==> src/rtl/core/sab_pkg.sv <==
// ---------------------------------------------------------------------------
// sab_pkg
// Shared constants, micro-operation codes and status bundle for the
// suffix automaton builder.
// ---------------------------------------------------------------------------
package sab_pkg;

  localparam int MAX_LEN     = 4096;
  localparam int ALPHABET    = 26;
  localparam int NODE_SLOTS  = 2 * MAX_LEN;
  localparam int NODE_W      = $clog2(NODE_SLOTS);
  localparam int NCNT_W      = NODE_W + 1;
  localparam int SLEN_W      = $clog2(MAX_LEN + 1);
  localparam int TRANS_DEPTH = NODE_SLOTS * ALPHABET;
  localparam int TADDR_W     = $clog2(TRANS_DEPTH);
  localparam int SYM_W       = 5;
  localparam int TOTAL_W     = 24;
  localparam int CNT_W       = $clog2(ALPHABET + 1);

  localparam logic [CNT_W-1:0] CLR_LAST = CNT_W'(ALPHABET - 1);
  localparam logic [CNT_W-1:0] CPY_LAST = CNT_W'(ALPHABET);

  // micro-operations issued by the controller
  typedef enum logic [4:0] {
    OP_NONE,
    OP_LATCH,
    OP_INIT,
    OP_NEWZ,
    OP_ZLEN,
    OP_CLRZ,
    OP_W1RD,
    OP_W1CK,
    OP_HV,
    OP_HX,
    OP_HC,
    OP_CL0,
    OP_CL1,
    OP_CL2,
    OP_CL3,
    OP_CPY,
    OP_W2RD,
    OP_W2CK,
    OP_FIN,
    OP_SKIP
  } op_t;

  typedef struct packed {
    logic restart;
    logic full;
    logic sym_bad;
    logic t_zero;
    logic t_eq_x;
    logic v_root;
    logic len_eq;
    logic clr_last;
    logic cpy_last;
    logic out_busy;
  } status_t;

  // node index times alphabet size, as a table base address
  function automatic logic [TADDR_W-1:0] node_base(input logic [NODE_W-1:0] n);
    node_base = TADDR_W'(n) * TADDR_W'(ALPHABET);
  endfunction

endpackage

==> src/rtl/core/sab_ctrl.sv <==
// ---------------------------------------------------------------------------
// sab_ctrl
// Controller: sequences table clearing, suffix-link walks, node split and
// transition copy for each symbol.
// ---------------------------------------------------------------------------
module sab_ctrl
  import sab_pkg::*;
(
  input  logic    clk,
  input  logic    rst,
  input  logic    in_valid,
  output logic    in_ready,
  input  status_t st,
  output op_t     op
);

  typedef enum logic [4:0] {
    S_INIT, S_IDLE, S_CHK, S_NEWZ, S_ZLEN, S_CLRZ, S_W1RD, S_W1CK,
    S_HV, S_HX, S_HC, S_CL0, S_CL1, S_CL2, S_CL3, S_CPY,
    S_W2RD, S_W2CK, S_FIN, S_SKIP
  } state_t;

  state_t state;
  logic   pend;

  assign in_ready = (state == S_IDLE);

  // operation per state
  always_comb begin
    unique case (state)
      S_INIT:  op = OP_INIT;
      S_IDLE:  op = in_valid ? OP_LATCH : OP_NONE;
      S_CHK:   op = OP_NONE;
      S_NEWZ:  op = OP_NEWZ;
      S_ZLEN:  op = OP_ZLEN;
      S_CLRZ:  op = OP_CLRZ;
      S_W1RD:  op = OP_W1RD;
      S_W1CK:  op = OP_W1CK;
      S_HV:    op = OP_HV;
      S_HX:    op = OP_HX;
      S_HC:    op = OP_HC;
      S_CL0:   op = OP_CL0;
      S_CL1:   op = OP_CL1;
      S_CL2:   op = OP_CL2;
      S_CL3:   op = OP_CL3;
      S_CPY:   op = OP_CPY;
      S_W2RD:  op = OP_W2RD;
      S_W2CK:  op = OP_W2CK;
      S_FIN:   op = st.out_busy ? OP_NONE : OP_FIN;
      S_SKIP:  op = st.out_busy ? OP_NONE : OP_SKIP;
      default: op = OP_NONE;
    endcase
  end

  // state register
  always_ff @(posedge clk) begin
    if (rst) begin
      state <= S_INIT;
      pend  <= 1'b0;
    end else begin
      unique case (state)
        S_INIT: if (st.clr_last) begin
          state <= pend ? S_CHK : S_IDLE;
          pend  <= 1'b0;
        end
        S_IDLE: if (in_valid) begin
          state <= S_CHK;
        end
        S_CHK: begin
          if (st.restart) begin
            state <= S_INIT;
            pend  <= 1'b1;
          end else if (st.full || st.sym_bad) begin
            state <= S_SKIP;
          end else begin
            state <= S_NEWZ;
          end
        end
        S_NEWZ: state <= S_ZLEN;
        S_ZLEN: state <= S_CLRZ;
        S_CLRZ: if (st.clr_last) state <= S_W1RD;
        S_W1RD: state <= S_W1CK;
        S_W1CK: begin
          if (!st.t_zero)     state <= S_HV;
          else if (st.v_root) state <= S_FIN;
          else                state <= S_W1RD;
        end
        S_HV:   state <= S_HX;
        S_HX:   state <= S_HC;
        S_HC:   state <= st.len_eq ? S_FIN : S_CL0;
        S_CL0:  state <= S_CL1;
        S_CL1:  state <= S_CL2;
        S_CL2:  state <= S_CL3;
        S_CL3:  state <= S_CPY;
        S_CPY:  if (st.cpy_last) state <= S_W2RD;
        S_W2RD: state <= S_W2CK;
        S_W2CK: state <= (st.t_eq_x && !st.v_root) ? S_W2RD : S_FIN;
        S_FIN:  if (!st.out_busy) state <= S_IDLE;
        S_SKIP: if (!st.out_busy) state <= S_IDLE;
        default: state <= S_IDLE;
      endcase
    end
  end

endmodule

==> config.mk <==
export PLATFORM = sky130hd
export DESIGN_NAME = sab_ctrl
export DESIGN_NICKNAME = d
export VERILOG_FILES = /design/src/rtl/core/sab_pkg.sv /design/src/rtl/core/sab_ctrl.sv
export SDC_FILE = /design/constraint.sdc
export NUM_CORES = 1
export LEC_CHECK = 0
export BUFFER_PORTS_ARGS = -buffer_cell sky130_fd_sc_hd__buf_2
export CAP_MARGIN = 0
export CORE_MARGIN = 4
export CORE_UTILIZATION = 50
export DETAILED_ROUTE_END_ITERATION = 10
export HOLD_SLACK_MARGIN = 0.12
export PLACE_DENSITY = 0.77
export SETUP_SLACK_MARGIN = 0.15
export SYNTH_ARGS = -nofsm -noshare
export SYNTH_HDL_FRONTEND = slang
export SYNTH_SLANG_ARGS = --single-unit
==> constraint.sdc <==
create_clock -name clk -period 1.85 [get_ports clk]
set_input_delay 0.37 -clock clk [delete_from_list [all_inputs] [get_ports clk]]
set_output_delay 0.37 -clock clk [all_outputs]
set_load 0.02 [all_outputs]
==> results.py, run 1 <==
metrics = {
    "placed_design": {
        "port_buffers": 18,
        "post-place-ws_ps": 180,
        "place.gp.congestion": 0.908,
        "place_hpwl_um": 1520,
        "dp.cells": 120,
    },
    "sta": {
        "whs_ps": 409,
        "hold_violations": 0,
        "worst_slack_ps": 3.44,
        "fin_crit_ps": 1850,
        "rsz0062_at_grt": "yes",
        "period_share_pct": 99.8,
        "relSlewSlack_pct": 74.9,
        "maxSlewViolCount": 0,
        "worst_slew_pin_slew_ps": 367,
        "max_freq_ghz": 0.542,
        "skew_ps": 1.37,
        "setup_violations": 0,
    },
    "clocking": {
        "cts_max_level": 1,
        "clockRootBuffer": "clkbuf_4",
        "path_clk_slew_ps": 40,
        "cts_buffers": 3,
        "cts_buffer_depth": 2,
        "cts_tree": "built",
        "clock-sinks": 6,
        "postCtsHoldBufs": 0,
        "insertion_delay_ps": 230,
    },
    "finish": {
        "drive_above_1_share_pct": 44.0,
        "antenna_cells": 0,
        "multiInputGateArea_um2": 536,
        "seqCellArea_um2": 128,
        "fill_cells": 80,
        "fin_cells": 130,
        "final_nets": 131,
        "finish.utilization_pct": 80.1,
        "area_growth_pct": 41.5,
    },
    "global_route": {
        "grt_pass1_vias": 740,
        "grt_overflow": 0,
        "grt_max_degree": 24,
        "antenna_found_initial": 0,
        "track_usage_pct": 23.0,
        "grt_pass1_wl_um": 3410,
    },
    "pwr": {
        "power.total_mw": 0.713,
        "power_leakage_nw": 0.395,
        "powerDensity_mw_per_mm2": 760,
        "ir_drop_mv": 0.621,
    },
    "critical_path": {
        "cp_max_fo": 2,
        "crit_type": "reg -> out",
        "cp.arrival_ps": 1480,
        "crit_path_end_kind": "primary output",
        "worst_ep_required_time_ps": 1480,
        "critical_path.startpoint_type": "register",
    },
    "synthesis": {
        "synth_top_area_share_pct": 18.1,
        "ys_seq_elements": 6,
        "synthTopCellsByArea": "dfxtp_1 (18%), a21oi_1 (5.3%), buf_2 (3.8%)",
        "synth_edf_count": 0,
        "async_flop_share_pct": 0,
        "syn-num-nets": 102,
        "syn_avg_cell_area_um2": 7.45,
        "synth.largest_area_cell": "dfxtp_1",
        "ys_types": 48,
        "ys_top_cells_by_count": "a21oi_1 (7), dfxtp_1 (6)",
        "yosysWarnings": 0,
        "synth.most_common_cell": "a21oi_1",
        "syn_inst": 89,
        "synth_seq_area_share_pct": 18.1,
        "synth.cell_area_um2": 663,
        "synth_flop_cell": "dfxtp_1",
    },
    "drt": {
        "wire_per_inst_um": 16.7,
        "drc": 0,
        "drt.antenna.violating_nets": 0,
        "drtIter0Drc": 41,
        "wl_um": 2180,
        "vias_per_cell": 6.55,
        "vias": 851,
        "firstDrtPassIters": 4,
    },
    "floorplan": {
        "dieArea_mm2": 0.00197,
        "ioPinCount": 19,
        "core_area_mm2": 0.00117,
        "rows": 12,
        "start_util_pct": 56.6,
        "chipHeight_um": 44.4,
        "die-width_um": 44.4,
    },
    "run_status": {
        "status": "finished clean",
    },
    "run": {
        "cap_violations": 0,
    },
    "hold_path": {
        "holdCritPathClass": "in -> reg",
    },
}
## cells by family (layout without fill, tap and decap cells)
group                     count (synthesis)  count (layout)  synth area share, %
buffers and inverters                    13              40                 8.30
xor gates and xnor gates                  1               1                 1.32
and+or+nand+nor                          36              36                 33.0
AOI/OAI and AO/OA                        32              32                 37.6
muxes                                     1               1                 1.70
DFF                                       6               6                 18.1
## through the flow
stage               area [um^2]  TNS (ps)
finish                      938         0
global route                938     -66.6
CTS                         858         0
detailed placement          803         0
global placement            803         0
floorplan                   683         0
## worst max-delay path, stage by stage, from the launching register on
cell,delay (ps)
dfxtp_2,310
or4_4,540
o221a_4,270
buf_6,130
## registers in the layout, summed over array words and instances, names as in the netlist
register and flops:
pend 1, state 5
## cell type report
type	count	area share [%]
flip-flops and latches	6	13.6
repair buffers	31	22.7
well taps	14	1.87
inverters	6	2.40
clock buffers	3	2.40
multi-input cells	70	57.1
## metal layers
layer,up-vias,share of wire (%),global-route usage [%]
li1,403,-,-
met2,44,48,36.6
met4,0,0.97,9.04
met1,398,43,29.7
met5,-,0,0
met3,6,8.0,5.28
## final timing paths
check | from | endpoint | slack [ps] | depth (start not counted)
worst max-delay path | state[1] | op[0] | 3 | 3
worst min-delay path | rst | state[3] | 410 | 2
worst max register to register | state[1] | state[1] | 60 | 7
worst min register to register | pend | pend | 580 | 2
## repair_timing
item,CTS,global route
pin swaps,1,4
setup buffers,2,5
resized for setup,8,11
setup endpoints to repair,5,9
## report_power, final
| group | internal (mW) | total (mW) | switching (mW) | leakage, nW |
|---|---|---|---|---|
| clock network | 0.0725 | 0.107 | 0.0345 | 0.0138 |
| registers | 0.146 | 0.170 | 0.0237 | 0.0508 |
| logic | 0.209 | 0.437 | 0.228 | 0.330 |
## cell usage in the layout, fill, tap and decap left out, drive strengths merged, types with 2 or more instances in the layout
cell type / count
clkbuf: 3
nor3b: 2
a32oi: 2
nor3: 5
and3: 2
a21oi: 7
dfxtp: 6
nand3: 4
o31a: 2
nand2: 5
o21ai: 3
o31ai: 2
nor2b: 3
buf: 31
nand2b: 2
inv: 6
nor2: 4
(Power assumes the default switching activity.)
==> run 2: changes to the inputs <==
==> constraint.sdc (replaced) <==
create_clock -name clk -period 1.85 [get_ports clk]
set_input_delay 0.0925 -clock clk [delete_from_list [all_inputs] [get_ports clk]]
set_output_delay 0.0925 -clock clk [all_outputs]
set_load 0.02 [all_outputs]
==> run 2 against run 1 <==
Utilization fell by 5.6 points. Flip-flop and latch count stayed put. Sequential power rose by 6%. Global-route usage down 0.98 points. Critical path type unchanged. First-iteration DRC count is 56% lower.
==> results.py, run 2 (synthesis gave the netlist of run 1 again) <==
metrics = {
    "clocking": {
        "cts_buffer_depth": 2,
        "clock-sinks": 6,
        "clockRootBuffer": "clkbuf_4",
        "cts_tree": "built",
        "insertion_delay_ps": 250,
        "cts_buffers": 3,
        "path_clk_slew_ps": 40,
        "cts_max_level": 1,
    },
    "drt": {
        "drc": 0,
        "route.met2.wl_um": 1150,
        "vias_per_cell": 6.60,
        "wl_met1_um": 933,
        "topRoutingLayerUsed": "met4",
        "vias": 851,
        "firstDrtPassIters": 4,
        "drt.antenna.violating_nets": 0,
        "wl_met3_um": 161,
        "wl_um": 2260,
        "wire_per_inst_um": 17.5,
        "drtIter0Drc": 18,
    },
    "sta": {
        "worst_slack_ps": 156,
        "setup_violations": 0,
        "whs_ps": 179,
        "relSlewSlack_pct": 73.2,
        "maxSlewViolCount": 0,
        "finalSetupTns_ps": 0,
        "skew_ps": 0.162,
        "hold_violations": 0,
        "period_share_pct": 91.5,
        "fin_crit_ps": 1690,
        "rsz0062_at_grt": "yes",
        "max_freq_ghz": 0.590,
        "worst_slew_pin_slew_ps": 391,
    },
    "critical_path": {
        "cp_cell_sequence": "or4_4, o221a_1, buf_2",
        "cp_slowest_cell": "or4_4",
        "cp_max_fo": 8,
        "max_stage_delay_ps": 560,
        "crit_path_end_kind": "primary output",
        "critPathTopFamily": "simple AND/OR/NAND/NOR gates",
        "crit_type": "reg -> out",
        "cp.arrival_ps": 1600,
        "worst_ep_required_time_ps": 1760,
        "crit_buf_inv": 1,
        "critical_path.startpoint_type": "register",
    },
    "finish": {
        "fin_area_um2": 873,
        "finish.utilization_pct": 74.6,
        "regMostFlops": "state",
        "final_nets": 130,
        "area_growth_pct": 31.7,
        "fin_cells": 129,
        "drive_above_1_share_pct": 38.3,
        "antenna_cells": 0,
        "biggestRegsByFlops": "state: 5 flops, pend: 1 flops",
        "largest_register_ffs": 5,
        "mostFrequentLayoutCells": "buf_2 (18), buf_4 (11), a21oi_1 (6)",
        "layout_commonest_cell": "buf_2",
    },
    "pwr": {
        "power.total_mw": 0.658,
        "powerDensity_mw_per_mm2": 754,
        "power_leakage_nw": 0.373,
        "ir_drop_mv": 0.459,
    },
    "floorplan": {
        "ioPinCount": 19,
        "start_util_pct": 56.6,
        "die-width_um": 44.4,
        "core_area_mm2": 0.00117,
        "chipHeight_um": 44.4,
        "rows": 12,
        "dieArea_mm2": 0.00197,
    },
    "hold_path": {
        "holdCritPathClass": "in -> reg",
    },
    "run": {
        "cap_violations": 0,
    },
    "placed_design": {
        "port_buffers": 18,
        "post-place-ws_ps": 176,
        "dp.cells": 120,
        "place_hpwl_um": 1540,
        "place.gp.congestion": 0.920,
        "dpl-instance-area_um2": 787,
    },
    "global_route": {
        "grt_overflow": 0,
        "grt_pass1_wl_um": 3080,
        "grt_max_degree": 14,
        "antenna_found_initial": 0,
        "grt_pass1_vias": 687,
        "track_usage_pct": 22.0,
    },
    "run_status": {
        "status": "finished clean",
    },
}
-- run 2: path summary, 6_finish.rpt --
check	start	endpoint	slack, ps	cells after the start
max	state[2]	op[0]	160	3
min reg2reg	pend	pend	550	2
max reg2reg	state[0]	state[2]	220	4
min	st[9]	pend	180	3
-- run 2: power by group --
part           internal [mW]  total [mW]  switching (mW)  leakage (nW)
clock                 0.0734       0.122          0.0484        0.0138
sequential             0.145       0.181          0.0370        0.0513
combinational          0.163       0.355           0.192         0.308
total                  0.381       0.658           0.278         0.373
-- run 2: cell type report --
class	instances	area, um^2
Fill cell	94	298
Multi-Input combinational cell	70	498
Clock buffer	3	22.5
Timing Repair Buffer	30	183
Sequential cell	6	130
Inverter	6	22.5
Tap cell	14	17.5
-- run 2: per-layer routing --
layer  GRT usage (%)  up-vias
li1                -      403
met1            27.4      400
met2            35.8       42
met3            7.32        6
met4            6.63        0
met5               0        -
-- run 2: worst min-delay path, stage by stage --
cell and delay [ps]:
buf_2 120, nand4_1 100, a21oi_1 60
-- run 2: repair_timing --
action,in CTS,in global routing
buffers inserted,0,5
resized for setup,4,3
setup endpoints to repair,1,2
hold buffers,1,0
pin swaps,0,1
endpoints found under the hold margin,2,0
==> run 3: changes to the inputs <==
--- a/config.mk
+++ b/config.mk
@@ -8,10 +8,9 @@
 export BUFFER_PORTS_ARGS = -buffer_cell sky130_fd_sc_hd__buf_2
 export CAP_MARGIN = 0
 export CORE_MARGIN = 4
-export CORE_UTILIZATION = 50
+export CORE_UTILIZATION = 40
 export DETAILED_ROUTE_END_ITERATION = 10
 export HOLD_SLACK_MARGIN = 0.12
-export PLACE_DENSITY = 0.77
 export SETUP_SLACK_MARGIN = 0.15
 export SYNTH_ARGS = -nofsm -noshare
 export SYNTH_HDL_FRONTEND = slang
==> run 3 against run 2 <==
Via count decreased by 5.2%. First-iteration DRC count grew to 2.5 times the previous value. Sequential power about the same. Setup slack gained 14 ps. Die area rose by 20%. Combinational power rose by 3%. Clock-buffer cell count unchanged. Flip-flop and latch count unchanged.
==> results.py, run 3 (synthesis gave the netlist of run 1 again) <==
metrics = {
    "sta": {
        "finalSetupTns_ps": 0,
        "setup_violations": 0,
        "period_share_pct": 90.8,
        "hold_violations": 0,
        "maxSlewViolCount": 0,
        "relSlewSlack_pct": 74.2,
        "max_freq_ghz": 0.596,
        "skew_ps": 11.2,
        "rsz0062_at_grt": "yes",
        "worst_slack_ps": 171,
        "fin_crit_ps": 1680,
        "worst_slew_pin_slew_ps": 377,
    },
    "floorplan": {
        "core_area_mm2": 0.00154,
        "rows": 14,
        "ioPinCount": 19,
        "dieArea_mm2": 0.00237,
        "chipHeight_um": 48.7,
        "die-width_um": 48.7,
        "start_util_pct": 43.0,
    },
    "clocking": {
        "cts_buffers": 3,
        "cts_tree": "built",
        "clock-sinks": 6,
        "cts_max_level": 1,
        "path_clk_slew_ps": 50,
        "clockRootBuffer": "clkbuf_4",
        "insertion_delay_ps": 260,
        "cts_buffer_depth": 2,
    },
    "critical_path": {
        "crit_type": "reg -> out",
        "crit_path_end_kind": "primary output",
        "critPathTopFamily": "simple AND/OR/NAND/NOR gates",
        "max_stage_delay_ps": 580,
        "cp.arrival_ps": 1590,
        "critical_path.startpoint_type": "register",
        "cp_cell_sequence": "or4_4, o221a_1, buf_6",
        "worst_ep_required_time_ps": 1760,
        "cp_max_fo": 8,
        "crit_buf_inv": 1,
        "cp_slowest_cell": "or4_4",
    },
    "drt": {
        "drt.antenna.violating_nets": 0,
        "firstDrtPassIters": 4,
        "wl_um": 2150,
        "vias": 807,
        "vias_per_cell": 6.07,
        "wire_per_inst_um": 16.2,
        "drc": 0,
        "drtIter0Drc": 45,
    },
    "finish": {
        "area_growth_pct": 35.7,
        "biggestRegsByFlops": "state: 5 flops, pend: 1 flops",
        "final_nets": 132,
        "fin_area_um2": 900,
        "regMostFlops": "state",
        "mostFrequentLayoutCells": "buf_2 (17), buf_4 (13), a21oi_1 (6)",
        "largest_register_ffs": 5,
        "fill_cells": 155,
        "fin_cells": 133,
        "drive_above_1_share_pct": 40.2,
        "layout_commonest_cell": "buf_2",
        "antenna_cells": 0,
    },
    "placed_design": {
        "port_buffers": 18,
        "dpl-instance-area_um2": 805,
        "place.gp.congestion": 0.894,
        "post-place-ws_ps": 151,
        "place_hpwl_um": 1530,
        "dp.cells": 124,
    },
    "global_route": {
        "grt_overflow": 0,
        "grt_pass1_vias": 713,
        "antenna_found_initial": 0,
        "track_usage_pct": 18.2,
        "grt_max_degree": 14,
        "grt_pass1_wl_um": 3470,
    },
    "hold_path": {
        "holdCritPathClass": "in -> reg",
    },
    "run_status": {
        "status": "finished clean",
    },
    "pwr": {
        "power.total_mw": 0.675,
        "power_leakage_nw": 0.386,
        "powerDensity_mw_per_mm2": 750,
        "ir_drop_mv": 0.392,
    },
    "run": {
        "cap_violations": 0,
    },
}
[run 3: per-stage QoR]
stage               hold slack [ps]  util [%]
detailed placement              387      52.2
floorplan                       162         -
global route                    178      58.4
CTS                             120      55.4
finish                          175      58.4
global placement                390      52.2
[run 3: layer usage]
layer,vias to the layer above,GRT usage [%],share of wire [%],wire [um]
li1,405,-,-,-
met1,355,25.9,45,979
met2,42,24.6,43,933
met3,5,5.52,9.0,194
met4,0,8.07,2.0,43
met5,-,0,0,0
[run 3: report_power, final]
group          total, mW  internal (mW)  leakage, nW  switching [mW]
clock network      0.129         0.0739       0.0138          0.0555
registers          0.179          0.147       0.0519          0.0316
logic              0.367          0.170        0.321           0.197
[run 3: what timing repair did]
| item | 4_1_cts | 5_1_grt |
|---|---|---|
| gates resized for setup | 6 | 5 |
| endpoints found under the setup margin | 4 | 2 |
| hold endpoints to repair | 0 | 2 |
| hold buffers | 0 | 1 |
| pin swaps | 1 | 2 |
| setup buffers | 2 | 3 |
[run 3: cell type report]
type                    count  area (um^2)  share of cell area, %
well taps                  16         20.0                   2.23
flip-flops and latches      6          134                   14.9
repair buffers             32          204                   22.7
inverters                   6         22.5                   2.50
multi-input cells          70          497                   55.2
clock buffers               3         22.5                   2.50
[run 3: worst reg2reg max path, cell delays in order, from the launching register on]
cell and delay [ps]:
dfxtp_4 360, buf_4 160, buf_4 150, o31ai_1 350
nand3_1 230, o31a_1 320
[run 3: final timing paths]
kind	from	slack, ps	endpoint	cells past startpoint
hold / removal	st[0]	170	state[4]	3
setup / recovery	state[2]	170	op[0]	3
hold reg to reg	pend	530	pend	2
setup reg to reg	state[1]	180	state[0]	5
